--- config.mk ---
export PLATFORM = sky130hd
export DESIGN_NAME = slot_id_allocator_with_usage_stats
export DESIGN_NICKNAME = d
export VERILOG_FILES = /design/src/rtl/sia_pkg.sv /design/src/rtl/slot_id_allocator_with_usage_stats.sv /design/src/rtl/sia_slot_mem.sv /design/src/rtl/sia_core.sv
export SDC_FILE = /design/constraint.sdc
export NUM_CORES = 2
export LEC_CHECK = 0
export ABC_CLOCK_PERIOD_IN_PS = 7900
export BUFFER_PORTS_ARGS = -buffer_cell sky130_fd_sc_hd__buf_2
export CAP_MARGIN = 15
export CORE_MARGIN = 3
export CORE_UTILIZATION = 57
export DETAILED_ROUTE_END_ITERATION = 6
export HOLD_SLACK_MARGIN = 0.12
export PLACE_DENSITY = 0.76
export SLEW_MARGIN = 15
export SYNTH_ARGS = -nofsm -noshare
export SYNTH_HDL_FRONTEND = slang
export SYNTH_SLANG_ARGS = --single-unit
--- constraint.sdc ---
create_clock -name clk -period 7.9 [get_ports clk]
set_input_delay 0.395 -clock clk [delete_from_list [all_inputs] [get_ports clk]]
set_output_delay 0.395 -clock clk [all_outputs]
set_load 0.02 [all_outputs]
--- src/rtl/sia_pkg.sv ---
// Package for the slot identifier allocator: request and response payload types,
// operation and status codes, and fixed field widths.
// No dependencies.
package sia_pkg;

  localparam int SIZE_W  = 32;
  localparam int BYTES_W = 33;
  localparam int STAT_W  = 39;
  localparam int SLOT_W  = 6;
  localparam int LIVE_W  = 7;
  localparam int TOTAL_W = 32;

  typedef enum logic [1:0] {
    OP_ALLOC = 2'd0,
    OP_FREE  = 2'd1,
    OP_CLEAR = 2'd2,
    OP_NONE  = 2'd3
  } op_t;

  typedef enum logic [1:0] {
    ST_OK        = 2'd0,
    ST_ZERO_SIZE = 2'd1,
    ST_FULL      = 2'd2,
    ST_NOT_ALLOC = 2'd3
  } status_t;

  typedef struct packed {
    logic [1:0]        op;
    logic [SIZE_W-1:0] req_size;
    logic [SLOT_W-1:0] free_slot;
  } req_t;

  typedef struct packed {
    logic [1:0]         status;
    logic [SLOT_W-1:0]  granted_slot;
    logic [STAT_W-1:0]  bytes_outstanding;
    logic [STAT_W-1:0]  high_water;
    logic [LIVE_W-1:0]  live_count;
    logic [TOTAL_W-1:0] total_count;
  } rsp_t;

endpackage

--- src/rtl/slot_id_allocator_with_usage_stats.sv ---
// Top level of the slot identifier allocator with usage statistics.
// Depends on sia_pkg, sia_slot_mem and sia_core.
//
// A request transaction enters on in_valid/in_stall with in_payload
// (op, req_size, free_slot). Allocate takes the most recently freed slot or
// else the next never-used slot and records the size rounded up to even;
// free returns a slot to the head of the free list; clear zeroes the
// outstanding bytes, high-water mark and live count. Every request produces
// exactly one response transaction on out_valid/out_stall carrying the
// status, the granted slot and the statistics as they stand after it.
// An accepted request waits in the request register until the response
// register is free, then executes. One request per cycle is sustained
// while out_stall is low; the request executes between the request
// register and the response register, with the slot memories read ahead.
// Synchronous active-low reset empties the free list, clears busy bits,
// counters and both valid flags; the slot memories are not cleared since
// every entry is written before it is read. While out_stall holds a
// response, the request register still accepts one more transaction,
// after which in_stall rises until the response is taken.
module slot_id_allocator_with_usage_stats
  import sia_pkg::*;
#(
  parameter int SLOTS = 64
) (
  input  logic clk,
  input  logic rst_n,
  input  logic in_valid,
  output logic in_stall,
  input  req_t in_payload,
  output logic out_valid,
  input  logic out_stall,
  output rsp_t out_payload
);

  localparam int IDX_W  = $clog2(SLOTS);
  localparam int HEAD_W = $clog2(SLOTS + 1);

  logic req_valid_r, req_valid_nxt;
  req_t req_r;
  logic out_valid_r, out_valid_nxt;
  rsp_t out_r;

  logic fire;
  logic accept;
  rsp_t rsp;

  logic               bytes_wr_en;
  logic [IDX_W-1:0]   bytes_wr_idx;
  logic [BYTES_W-1:0] bytes_wr_data;
  logic [IDX_W-1:0]   bytes_rd_idx;
  logic [BYTES_W-1:0] bytes_rd_data;
  logic               link_wr_en;
  logic [IDX_W-1:0]   link_wr_idx;
  logic [HEAD_W-1:0]  link_wr_data;
  logic [IDX_W-1:0]   link_rd_idx;
  logic [HEAD_W-1:0]  link_rd_data;

  // The held request executes when the response register is free or is
  // being emptied in this cycle.
  assign fire     = req_valid_r && (!out_valid_r || !out_stall);
  assign in_stall = req_valid_r && !fire;
  assign accept   = in_valid && !in_stall;

  // The recorded size is fetched for whichever request sits in the request
  // register next cycle, so a free finds it ready when it executes.
  assign bytes_rd_idx = accept ? IDX_W'(in_payload.free_slot) : IDX_W'(req_r.free_slot);

  always_comb begin
    req_valid_nxt = accept || (req_valid_r && !fire);
    out_valid_nxt = fire || (out_valid_r && out_stall);
  end

  always_ff @(posedge clk) begin
    if (!rst_n) begin
      req_valid_r <= 1'b0;
      out_valid_r <= 1'b0;
    end else begin
      req_valid_r <= req_valid_nxt;
      out_valid_r <= out_valid_nxt;
    end
  end

  always_ff @(posedge clk) begin
    if (accept) begin
      req_r <= in_payload;
    end
    if (fire) begin
      out_r <= rsp;
    end
  end

  sia_slot_mem #(
    .SLOTS (SLOTS),
    .IDX_W (IDX_W),
    .HEAD_W(HEAD_W)
  ) u_mem (
    .clk          (clk),
    .bytes_wr_en  (bytes_wr_en),
    .bytes_wr_idx (bytes_wr_idx),
    .bytes_wr_data(bytes_wr_data),
    .bytes_rd_idx (bytes_rd_idx),
    .bytes_rd_data(bytes_rd_data),
    .link_wr_en   (link_wr_en),
    .link_wr_idx  (link_wr_idx),
    .link_wr_data (link_wr_data),
    .link_rd_idx  (link_rd_idx),
    .link_rd_data (link_rd_data)
  );

  sia_core #(
    .SLOTS (SLOTS),
    .IDX_W (IDX_W),
    .HEAD_W(HEAD_W)
  ) u_core (
    .clk          (clk),
    .rst_n        (rst_n),
    .fire         (fire),
    .req          (req_r),
    .bytes_rd     (bytes_rd_data),
    .head_link    (link_rd_data),
    .rsp          (rsp),
    .bytes_wr_en  (bytes_wr_en),
    .bytes_wr_idx (bytes_wr_idx),
    .bytes_wr_data(bytes_wr_data),
    .link_wr_en   (link_wr_en),
    .link_wr_idx  (link_wr_idx),
    .link_wr_data (link_wr_data),
    .link_rd_idx  (link_rd_idx)
  );

  assign out_valid   = out_valid_r;
  assign out_payload = out_r;

endmodule

--- src/rtl/sia_slot_mem.sv ---
// Per-slot storage: recorded byte size and free-list link for every slot.
// Registered read ports with write-first forwarding. Depends on sia_pkg.
module sia_slot_mem
  import sia_pkg::*;
#(
  parameter int SLOTS  = 64,
  parameter int IDX_W  = 6,
  parameter int HEAD_W = 7
) (
  input  logic               clk,
  input  logic               bytes_wr_en,
  input  logic [IDX_W-1:0]   bytes_wr_idx,
  input  logic [BYTES_W-1:0] bytes_wr_data,
  input  logic [IDX_W-1:0]   bytes_rd_idx,
  output logic [BYTES_W-1:0] bytes_rd_data,
  input  logic               link_wr_en,
  input  logic [IDX_W-1:0]   link_wr_idx,
  input  logic [HEAD_W-1:0]  link_wr_data,
  input  logic [IDX_W-1:0]   link_rd_idx,
  output logic [HEAD_W-1:0]  link_rd_data
);

  logic [BYTES_W-1:0] bytes_mem [SLOTS];
  logic [HEAD_W-1:0]  link_mem  [SLOTS];
  logic [BYTES_W-1:0] bytes_rd_r;
  logic [HEAD_W-1:0]  link_rd_r;

  // A read of the entry being written in the same cycle returns the new data.
  always_ff @(posedge clk) begin
    if (bytes_wr_en) begin
      bytes_mem[bytes_wr_idx] <= bytes_wr_data;
    end
    if (bytes_wr_en && (bytes_wr_idx == bytes_rd_idx)) begin
      bytes_rd_r <= bytes_wr_data;
    end else begin
      bytes_rd_r <= bytes_mem[bytes_rd_idx];
    end
  end

  always_ff @(posedge clk) begin
    if (link_wr_en) begin
      link_mem[link_wr_idx] <= link_wr_data;
    end
    if (link_wr_en && (link_wr_idx == link_rd_idx)) begin
      link_rd_r <= link_wr_data;
    end else begin
      link_rd_r <= link_mem[link_rd_idx];
    end
  end

  assign bytes_rd_data = bytes_rd_r;
  assign link_rd_data  = link_rd_r;

endmodule

--- src/rtl/sia_core.sv ---
// Allocation state and per-transaction update: free-list head, fill mark,
// busy bits and usage counters. Depends on sia_pkg.
module sia_core
  import sia_pkg::*;
#(
  parameter int SLOTS  = 64,
  parameter int IDX_W  = 6,
  parameter int HEAD_W = 7
) (
  input  logic               clk,
  input  logic               rst_n,
  input  logic               fire,
  input  req_t               req,
  input  logic [BYTES_W-1:0] bytes_rd,
  input  logic [HEAD_W-1:0]  head_link,
  output rsp_t               rsp,
  output logic               bytes_wr_en,
  output logic [IDX_W-1:0]   bytes_wr_idx,
  output logic [BYTES_W-1:0] bytes_wr_data,
  output logic               link_wr_en,
  output logic [IDX_W-1:0]   link_wr_idx,
  output logic [HEAD_W-1:0]  link_wr_data,
  output logic [IDX_W-1:0]   link_rd_idx
);

  localparam logic [HEAD_W-1:0] LIST_END = HEAD_W'(SLOTS);

  logic [HEAD_W-1:0]  head_r, head_nxt;
  logic [HEAD_W-1:0]  used_top_r, used_top_nxt;
  logic [STAT_W-1:0]  outstanding_r, outstanding_nxt;
  logic [STAT_W-1:0]  peak_r, peak_nxt;
  logic [HEAD_W-1:0]  live_r, live_nxt;
  logic [TOTAL_W-1:0] total_r, total_nxt;
  logic [SLOTS-1:0]   busy_r, busy_nxt;

  logic [HEAD_W-1:0]  head_calc, used_top_calc, live_calc;
  logic [STAT_W-1:0]  outstanding_calc, peak_calc;
  logic [TOTAL_W-1:0] total_calc;
  logic [SLOTS-1:0]   busy_calc;
  logic               alloc_ok, free_ok;
  status_t            status;
  logic [IDX_W-1:0]   alloc_idx;

  always_comb begin
    logic [BYTES_W-1:0] rounded;
    logic [STAT_W-1:0]  sum;
    logic [STAT_W-1:0]  bytes_ext;
    logic [IDX_W-1:0]   fidx;
    logic               fslot_ok;

    rounded          = {1'b0, req.req_size} + {{(BYTES_W-1){1'b0}}, req.req_size[0]};
    sum              = outstanding_r + STAT_W'(rounded);
    bytes_ext        = STAT_W'(bytes_rd);
    fidx             = IDX_W'(req.free_slot);
    fslot_ok         = (32'(req.free_slot) < SLOTS);

    head_calc        = head_r;
    used_top_calc    = used_top_r;
    outstanding_calc = outstanding_r;
    peak_calc        = peak_r;
    live_calc        = live_r;
    total_calc       = total_r;
    busy_calc        = busy_r;
    alloc_ok         = 1'b0;
    free_ok          = 1'b0;
    status           = ST_OK;
    alloc_idx        = '0;

    case (op_t'(req.op))
      OP_ALLOC: begin
        if (req.req_size == '0) begin
          status = ST_ZERO_SIZE;
        end else if (head_r < LIST_END) begin
          // Reuse the most recently released slot.
          alloc_ok  = 1'b1;
          alloc_idx = head_r[IDX_W-1:0];
          head_calc = (head_link > LIST_END) ? LIST_END : head_link;
        end else if (used_top_r < LIST_END) begin
          alloc_ok      = 1'b1;
          alloc_idx     = used_top_r[IDX_W-1:0];
          used_top_calc = used_top_r + HEAD_W'(1);
        end else begin
          status = ST_FULL;
        end
        if (alloc_ok) begin
          busy_calc[alloc_idx] = 1'b1;
          total_calc           = total_r + TOTAL_W'(1);
          live_calc            = live_r + HEAD_W'(1);
          outstanding_calc     = sum;
          peak_calc            = (sum > peak_r) ? sum : peak_r;
        end
      end
      OP_FREE: begin
        if (fslot_ok && busy_r[fidx]) begin
          free_ok              = 1'b1;
          busy_calc[fidx]      = 1'b0;
          head_calc            = HEAD_W'(fidx);
          // Counters saturate at zero when a clear came between alloc and free.
          outstanding_calc     = (outstanding_r >= bytes_ext) ? outstanding_r - bytes_ext : '0;
          live_calc            = (live_r != '0) ? live_r - HEAD_W'(1) : '0;
        end else begin
          status = ST_NOT_ALLOC;
        end
      end
      OP_CLEAR: begin
        outstanding_calc = '0;
        peak_calc        = '0;
        live_calc        = '0;
      end
      default: begin
      end
    endcase
  end

  always_comb begin
    head_nxt        = fire ? head_calc        : head_r;
    used_top_nxt    = fire ? used_top_calc    : used_top_r;
    outstanding_nxt = fire ? outstanding_calc : outstanding_r;
    peak_nxt        = fire ? peak_calc        : peak_r;
    live_nxt        = fire ? live_calc        : live_r;
    total_nxt       = fire ? total_calc       : total_r;
    busy_nxt        = fire ? busy_calc        : busy_r;
  end

  always_ff @(posedge clk) begin
    if (!rst_n) begin
      head_r        <= LIST_END;
      used_top_r    <= '0;
      outstanding_r <= '0;
      peak_r        <= '0;
      live_r        <= '0;
      total_r       <= '0;
      busy_r        <= '0;
    end else begin
      head_r        <= head_nxt;
      used_top_r    <= used_top_nxt;
      outstanding_r <= outstanding_nxt;
      peak_r        <= peak_nxt;
      live_r        <= live_nxt;
      total_r       <= total_nxt;
      busy_r        <= busy_nxt;
    end
  end

  always_comb begin
    rsp.status            = status;
    rsp.granted_slot      = alloc_ok ? SLOT_W'(alloc_idx) : '0;
    rsp.bytes_outstanding = outstanding_calc;
    rsp.high_water        = peak_calc;
    rsp.live_count        = LIVE_W'(live_calc);
    rsp.total_count       = total_calc;
  end

  // Memory writes: record the size on allocate, link the slot in on free.
  always_comb begin
    bytes_wr_en   = fire && alloc_ok;
    bytes_wr_idx  = alloc_idx;
    bytes_wr_data = {1'b0, req.req_size} + {{(BYTES_W-1){1'b0}}, req.req_size[0]};
    link_wr_en    = fire && free_ok;
    link_wr_idx   = IDX_W'(req.free_slot);
    link_wr_data  = head_r;
    // Keep the link of the next head in the read register at all times.
    link_rd_idx   = (head_nxt < LIST_END) ? head_nxt[IDX_W-1:0] : '0;
  end

endmodule
# --- Word-level counts from Yosys, hierarchy flattened ---
# Memory sizes are Yosys's and may differ from the RTL's. A register that Yosys moved wholly into a read port is not among the register bits.
# Cells that the tools add are included.
# W data, S select, Z words.
classes:
  add_sub_neg: 7
  reduce_logical: 21
  n_lt_le_gt_ge: 10
  eq_ne: 4
  mux: 51
  n_bitwise: 5
op_table:
  columns: ["operator", "count"]
  rows:
  - ["$mux W39", 5]
  - ["$mux W64", 2]
  - ["$pmux W64 S2", 1]
  - ["$pmux W39 S3", 1]
  - ["$pmux W39 S2", 1]
  - ["$and A64 B64 Y64", 1]
  - ["$mux W32", 2]
  - ["$not A64 Y64", 1]
  - ["$or A64 B64 Y64", 1]
  - ["$mux W7", 8]
  - ["$mux W6", 7]
  - ["$add A39 B33 Y39", 1]
  - ["$ge A39 B33 Y1", 1]
  - ["$gt A39 B39 Y1", 1]
  - ["$sub A39 B33 Y39", 1]
  - ["$add A32 B1 Y33", 1]
  - ["$add A32 B1 Y32 const B", 1]
  - ["$logic_not A32 Y1", 1]
  - ["$lt A7 B7 Y1 const B", 3]
  - ["$pmux W7 S3", 1]
  - ["$add A7 B1 Y7 const B", 2]
  - ["$lt A6 B7 Y1 const B", 2]
  - ["$mux W1", 14]
  - ["$pmux W7 S2", 1]
  - ["other kinds (19)", 38]
word_totals:
  inputBits: 44
  ram_bits: 2560
  regBits: 362
  output_inout_bits: 127
  elab_cells: 118
  memories: 2
mem_list:
  columns: ["name", "words", "width", "rd", "rd_ports_with_merged_regs", "write_ports", "line_no", "text"]
  rows:
  - ["u_mem.bytes_mem", 64, 33, 1, 1, 1, "sia_slot_mem.sv:23", "logic [BYTES_W-1:0] bytes_mem [SLOTS];"]
  - ["u_mem.link_mem", 64, 7, 1, 1, 1, "sia_slot_mem.sv:24", "logic [HEAD_W-1:0] link_mem [SLOTS];"]

# --- Depth between registers and ports, before layout ---
logic_depth:
  depth_word: 12
  ltp_mapped: 29
  ltp_nobuf: 26

# --- Hierarchy ---
# Synthesis repeated with hierarchy kept, for this count alone.
unflattened:
  hier_cells: 6580
  hier_area_um2: 119085.5
by_module_without_submodules:
  columns: ["mod", "seq_area_each_um2", "n_inst", "area_each_um2", "cells_each"]
  rows:
  - ["sia_slot_mem", 77114.0, 1, 97687.4, 4299]
  - ["sia_core", 3903.7, 1, 16141.7, 2079]
  - ["slot_id_allocator_with_usage_stats", 4994.8, 1, 5256.3, 202]

# --- Least setup slack after synthesis ---
# No wires, ideal clock.
synth_path:
  kind: "reg-to-reg"
  startpoint: "register req_r[8] (netlist name)"
  endpoint: "register u_core.peak_r[29]"
  setup_slack_ns: -0.271
  setup_time_ns: 0.060
  required_time_ns: 7.840
  arrival_ns: 8.112
  period_less_slack_ns: 8.171
  stages_incl_launch_ff: 29
  path_buffers: 3
  cell_sequence: "edfxtp_1 > nand3_1 > nor3_1 > nand2_1 > nor2_1 > and3_1 > nand2_1 > xnor2_1 > ha_1 > clkbuf_1 > and3_1 > a41o_1 > a211oi_1 > a21boi_0 > a31oi_1 > nand2_1 > nor2_1 > xor2_1 > ha_1 > nand3_1 > nor3_1 > nand3_1 > or3_1 > o41ai_1 > a21oi_1 > o31ai_1 > clkbuf_1 > buf_2 > a22o_1"
synth_between:
  elab_chain_cells: 6
  word_cells_on_any_way: 9
  cone_classes: "2 x add/sub; 1 x order compare; 5 x mux; 1 x reduce/logical"
synth_rtl:
  columns: ["element", "line_no", "text"]
  rows:
  - ["from (decl)", "slot_id_allocator_with_usage_stats.sv:39", "req_t req_r;"]
  - ["from (signal assigned)", "slot_id_allocator_with_usage_stats.sv:85", "req_r <= in_payload;"]
  - ["$add A32 B1 Y33 *", null, null]
  - ["named net bytes_wr_data[27]", "slot_id_allocator_with_usage_stats.sv:49", "logic [BYTES_W-1:0] bytes_wr_data;"]
  - ["$add A39 B33 Y39 *", "sia_core.sv:52", "sum = outstanding_r + STAT_W'(rounded);"]
  - ["$gt A39 B39 Y1", "sia_core.sv:90", "peak_calc = (sum > peak_r) ? sum : peak_r;"]
  - ["$mux W39 *", "sia_core.sv:90", null]
  - ["$mux W39 *", "sia_core.sv:85", "if (alloc_ok) begin"]
  - ["$pmux W39 S2 *", "sia_core.sv:69", "case (op_t'(req.op))"]
  - ["to (signal assigned)", "sia_core.sv:138", "peak_r <= peak_nxt;"]
  - ["to (decl)", "sia_core.sv:31", "logic [STAT_W-1:0] peak_r, peak_nxt;"]
# Mark *: on every way through the listed nets, which the timed path passes. The rest lies on a longest branch. The select of a mux whose other input is x is not followed.
# A chain may end at the register's enable or synchronous reset.

==> flow_summary.ini <==
[run_status]
status = complete, but fails checks
violations = design-rule violations

[hold_path]
whs_path_depth = 2
hold_path_class = in -> reg
holdCritStartpoint = in_payload[38]

[synthesis]
synth-edff-count = 2661
post_synth_most_frequent_cells = edfxtp_1 (2,661), mux4_2 (806), nor2_1 (294)
yosys_most_used_dff = edfxtp_1
syn-instance-count = 6079
yosysWarningCount = 0
yosys-top-cells-area = edfxtp_1 (69%), mux4_2 (16%), dfxtp_1 (3.6%)
synth-async-reset-ratio = 0
yosysUniqueCellTypes = 95
yosys.area.top_type_share = 0.685
synth_nets = 6239
syn_avg_cell_area_sq_um = 19.2
mapped_cell_area_sq_mm = 0.117
ys_seq_elements = 2870
synthMostInstantiatedCell = edfxtp_1
synth_area_leader_cell = edfxtp_1
synth_sequential_area_ratio = 0.721

[global_routing]
met1_usage = 0.427
grtUsageTotal = 0.317
grtUsageMet3 = 0.0801
grt_pass1_vias = 64900
maximum_number_of_pins_on_one_net_before_global_route_repair = 106
grt_busiest_layer = met2
grt_pass1_wl_um = 474000
antenna_found_initial = 19
overflow_left_after_global_routing = 0
globalRouteMet2Util = 0.495

[layout]
finish.instance_area_sq_mm = 0.132
instances_no_fill = 9380
nNetsFinal = 6653
layout_cell_share_with_drive_strength_beyond_1 = 0.267
area_growth_pct = 13.1

[worst_setup_path]
worstPathMaxFanout = 39
cp.arrival_ps = 8010
timing.setup.critical_path_class = reg -> reg
worstReg2RegEnd = out_payload[65]$_DFFE_PP_
crit_start = req_r[8]$_DFFE_PP_
worst_ep_required_time_ps = 8650
crit_path_start_kind = flip-flop
worst-r2r-cell-count = 24
ff2ff_setup_slack_ps = 630
reg_to_reg_start = req_r[8]$_DFFE_PP_
end_kind = flip-flop
worstSetupEndpoint = out_payload[65]$_DFFE_PP_

[timing]
min_period_over_period = 0.920
fmaxAchievable_mhz = 138
report.final.slew_viol_count = 0
slew_limit_headroom = 0.256
final_hold_viol_count = 0
timing.final.setup_violations = 0
grt_setup_unrepaired = false
tightest_slew_ps = 1110
setup_tns_ps = 0
setup_clock_skew_after_layout_ps = 120
finalWorstPathRequiredPeriod_ps = 7270
fin_ws_ps = 631

[route]
ant_nets = 0
drt-wirelength-per-cell_um = 35.2
routed_wl_um = 331000
final_routed_drc_violation_total = 2
drt_pre_antenna_iters = 7
drtIter0Drc = 9976
route.detailed.vias_per_inst = 6.96
routed-via-count = 65200

[die]
die_w_um = 458
fp-row-count = 165
floorplan.core_area_sq_mm = 0.203
fp.dieArea_sq_mm = 0.210
die_height_um = 458
starting_utilization_of_the_core_area = 0.575
io_pins = 171

[run]
cap_viol_max_count = 0

[clocking]
tritoncts_clock_tree = done
clk-insertion-delay-late_ps = 980
tritoncts.num_buffers = 300
clk_pin_slew_ps = 60
cts.sinks = 2870
post-cts-setup-buffer-count = 0
cts_root_cell = clkbuf_16
cts_buffer_depth = 4
depth_of_the_cts_h_tree = 5

[power_and_ir_drop]
pwr_density_cell_mw_per_mm2 = 248
p_leak_nw = 43.2
irDropWorstVdd_mv = 0.258

[place]
number_of_buffers_inserted_by_port_buffering = 170
hpwlAfterDp_um = 190000
placed_area_sq_mm = 0.122
detailedPlace.worstSlack_ps = 415
place.detailed.instances = 8818
gpl.final_weighted_congestion = 0.945
[report_power, final]
group,switching [W],internal [W],leakage (nW),total (W)
Sequential,0.000110,0.0167,26.5,0.0168
Clock,0.00575,0.00760,4.42,0.0134
Combinational,0.00158,0.000998,12.3,0.00258
[area by class of cell]
cell class	count	area [sq um]
flip-flops and latches	2870	84100
well taps	2672	3340
clock buffers	368	7980
multi-input cells	2767	31700
inverters	119	453
clock inverters	142	1080
fillers	12900	70800
diodes	7	17.5
repair buffers	435	3260
[sequential cells by signal, summed over array words and instances (netlist names), 32 cells and up, named ones only]
| name | flops |
|---|---|
| out_payload | 125 |
| req_r | 40 |
| u_core.busy_r | 64 |
| u_core.outstanding_r | 39 |
| u_core.peak_r | 39 |
| u_core.total_r | 32 |
| u_mem.bytes_mem | 2048 |
| u_mem.link_mem | 448 |
[cells by family after synthesis]
| logic type | after synthesis | share of synthesized area |
|---|---|---|
| buf+inv | 442 | 0.0152 |
| xor+xnor | 146 | 0.0110 |
| compound gates | 714 | 0.0418 |
| flops | 2870 | 0.721 |
| mux | 866 | 0.161 |
| simple gates | 925 | 0.0374 |
| fa+ha+maj | 116 | 0.0125 |
[how the worst min path moves through the flow]
stage | endpoint | slack, ps
final | req_r[38]$_DFFE_PP_ | 210
after global routing | req_r[19]$_DFFE_PP_ | 180
after CTS | req_r[14]$_DFFE_PP_ | 160
after detailed placement | u_core.busy_r[39]$_SDFFE_PN0P_ | 450
after global placement | u_core.busy_r[17]$_SDFFE_PN0P_ | 440
after floorplan | u_core.busy_r[39]$_SDFFE_PN0P_ | 430
[metal layers]
metal | wire, um | part of all wire
met4 | 16300 | 0.049
met3 | 39300 | 0.12
met2 | 157000 | 0.48
met1 | 118000 | 0.36
met5 | 85 | 0.00026
[per-stage QoR]
| step | power, W | util | hold slack [ps] |
|---|---|---|---|
| floorplan | 0.0187 | - | 428 |
| global placement | 0.0195 | 0.604 | 441 |
| detailed placement | 0.0196 | 0.604 | 446 |
| CTS | 0.0328 | 0.651 | 162 |
| global route | 0.0335 | 0.651 | 180 |
| finish | 0.0327 | 0.651 | 207 |
[layout by cell type (no fill, tap or decap), types with 35 or more instances in the layout]
cell type and count:
mux4_2 806, a22o_1 86, nor2_1 234, or3_1 42
buf_2 169, inv_1 113, xor2_1 55, nor2_4 60
ha_1 114, clkinv_2 35, mux2i_1 36, a21o_1 49
clkinv_1 71, dlygate4sd3_1 45, xnor2_1 61, a21oi_1 174
clkbuf_1 52, dfxtp_1 193, buf_4 197, clkbuf_16 305
nand2_1 275, o21ai_0 134, nand3_1 76, edfxtp_1 2661
[critical path, cell delays in order (launching register included)]
cell and delay (ps):
edfxtp_1 520, nand3_1 150, nor3_1 160, buf_4 190, nand2_1 160, nor2_1 220, and3_1 250, nand4_1 230
xnor2_4 200, ha_1 390, and4_1 300, nand2_1 140, or4_1 540, o22ai_1 550, xor2_1 230, ha_1 360
nand3_1 100, nor3_1 290, nand3_1 140, or3_1 430, o41ai_2 510, a21oi_1 170, o21ai_2 160, buf_4 400
a22o_1 230
[what timing repair did]
item	4_1_cts	5_1_grt
setup endpoints to repair	0	78
gates resized for setup	0	2
hold endpoints to repair	68	0
hold buffers	45	0
Power figures use the tool's default switching activity.
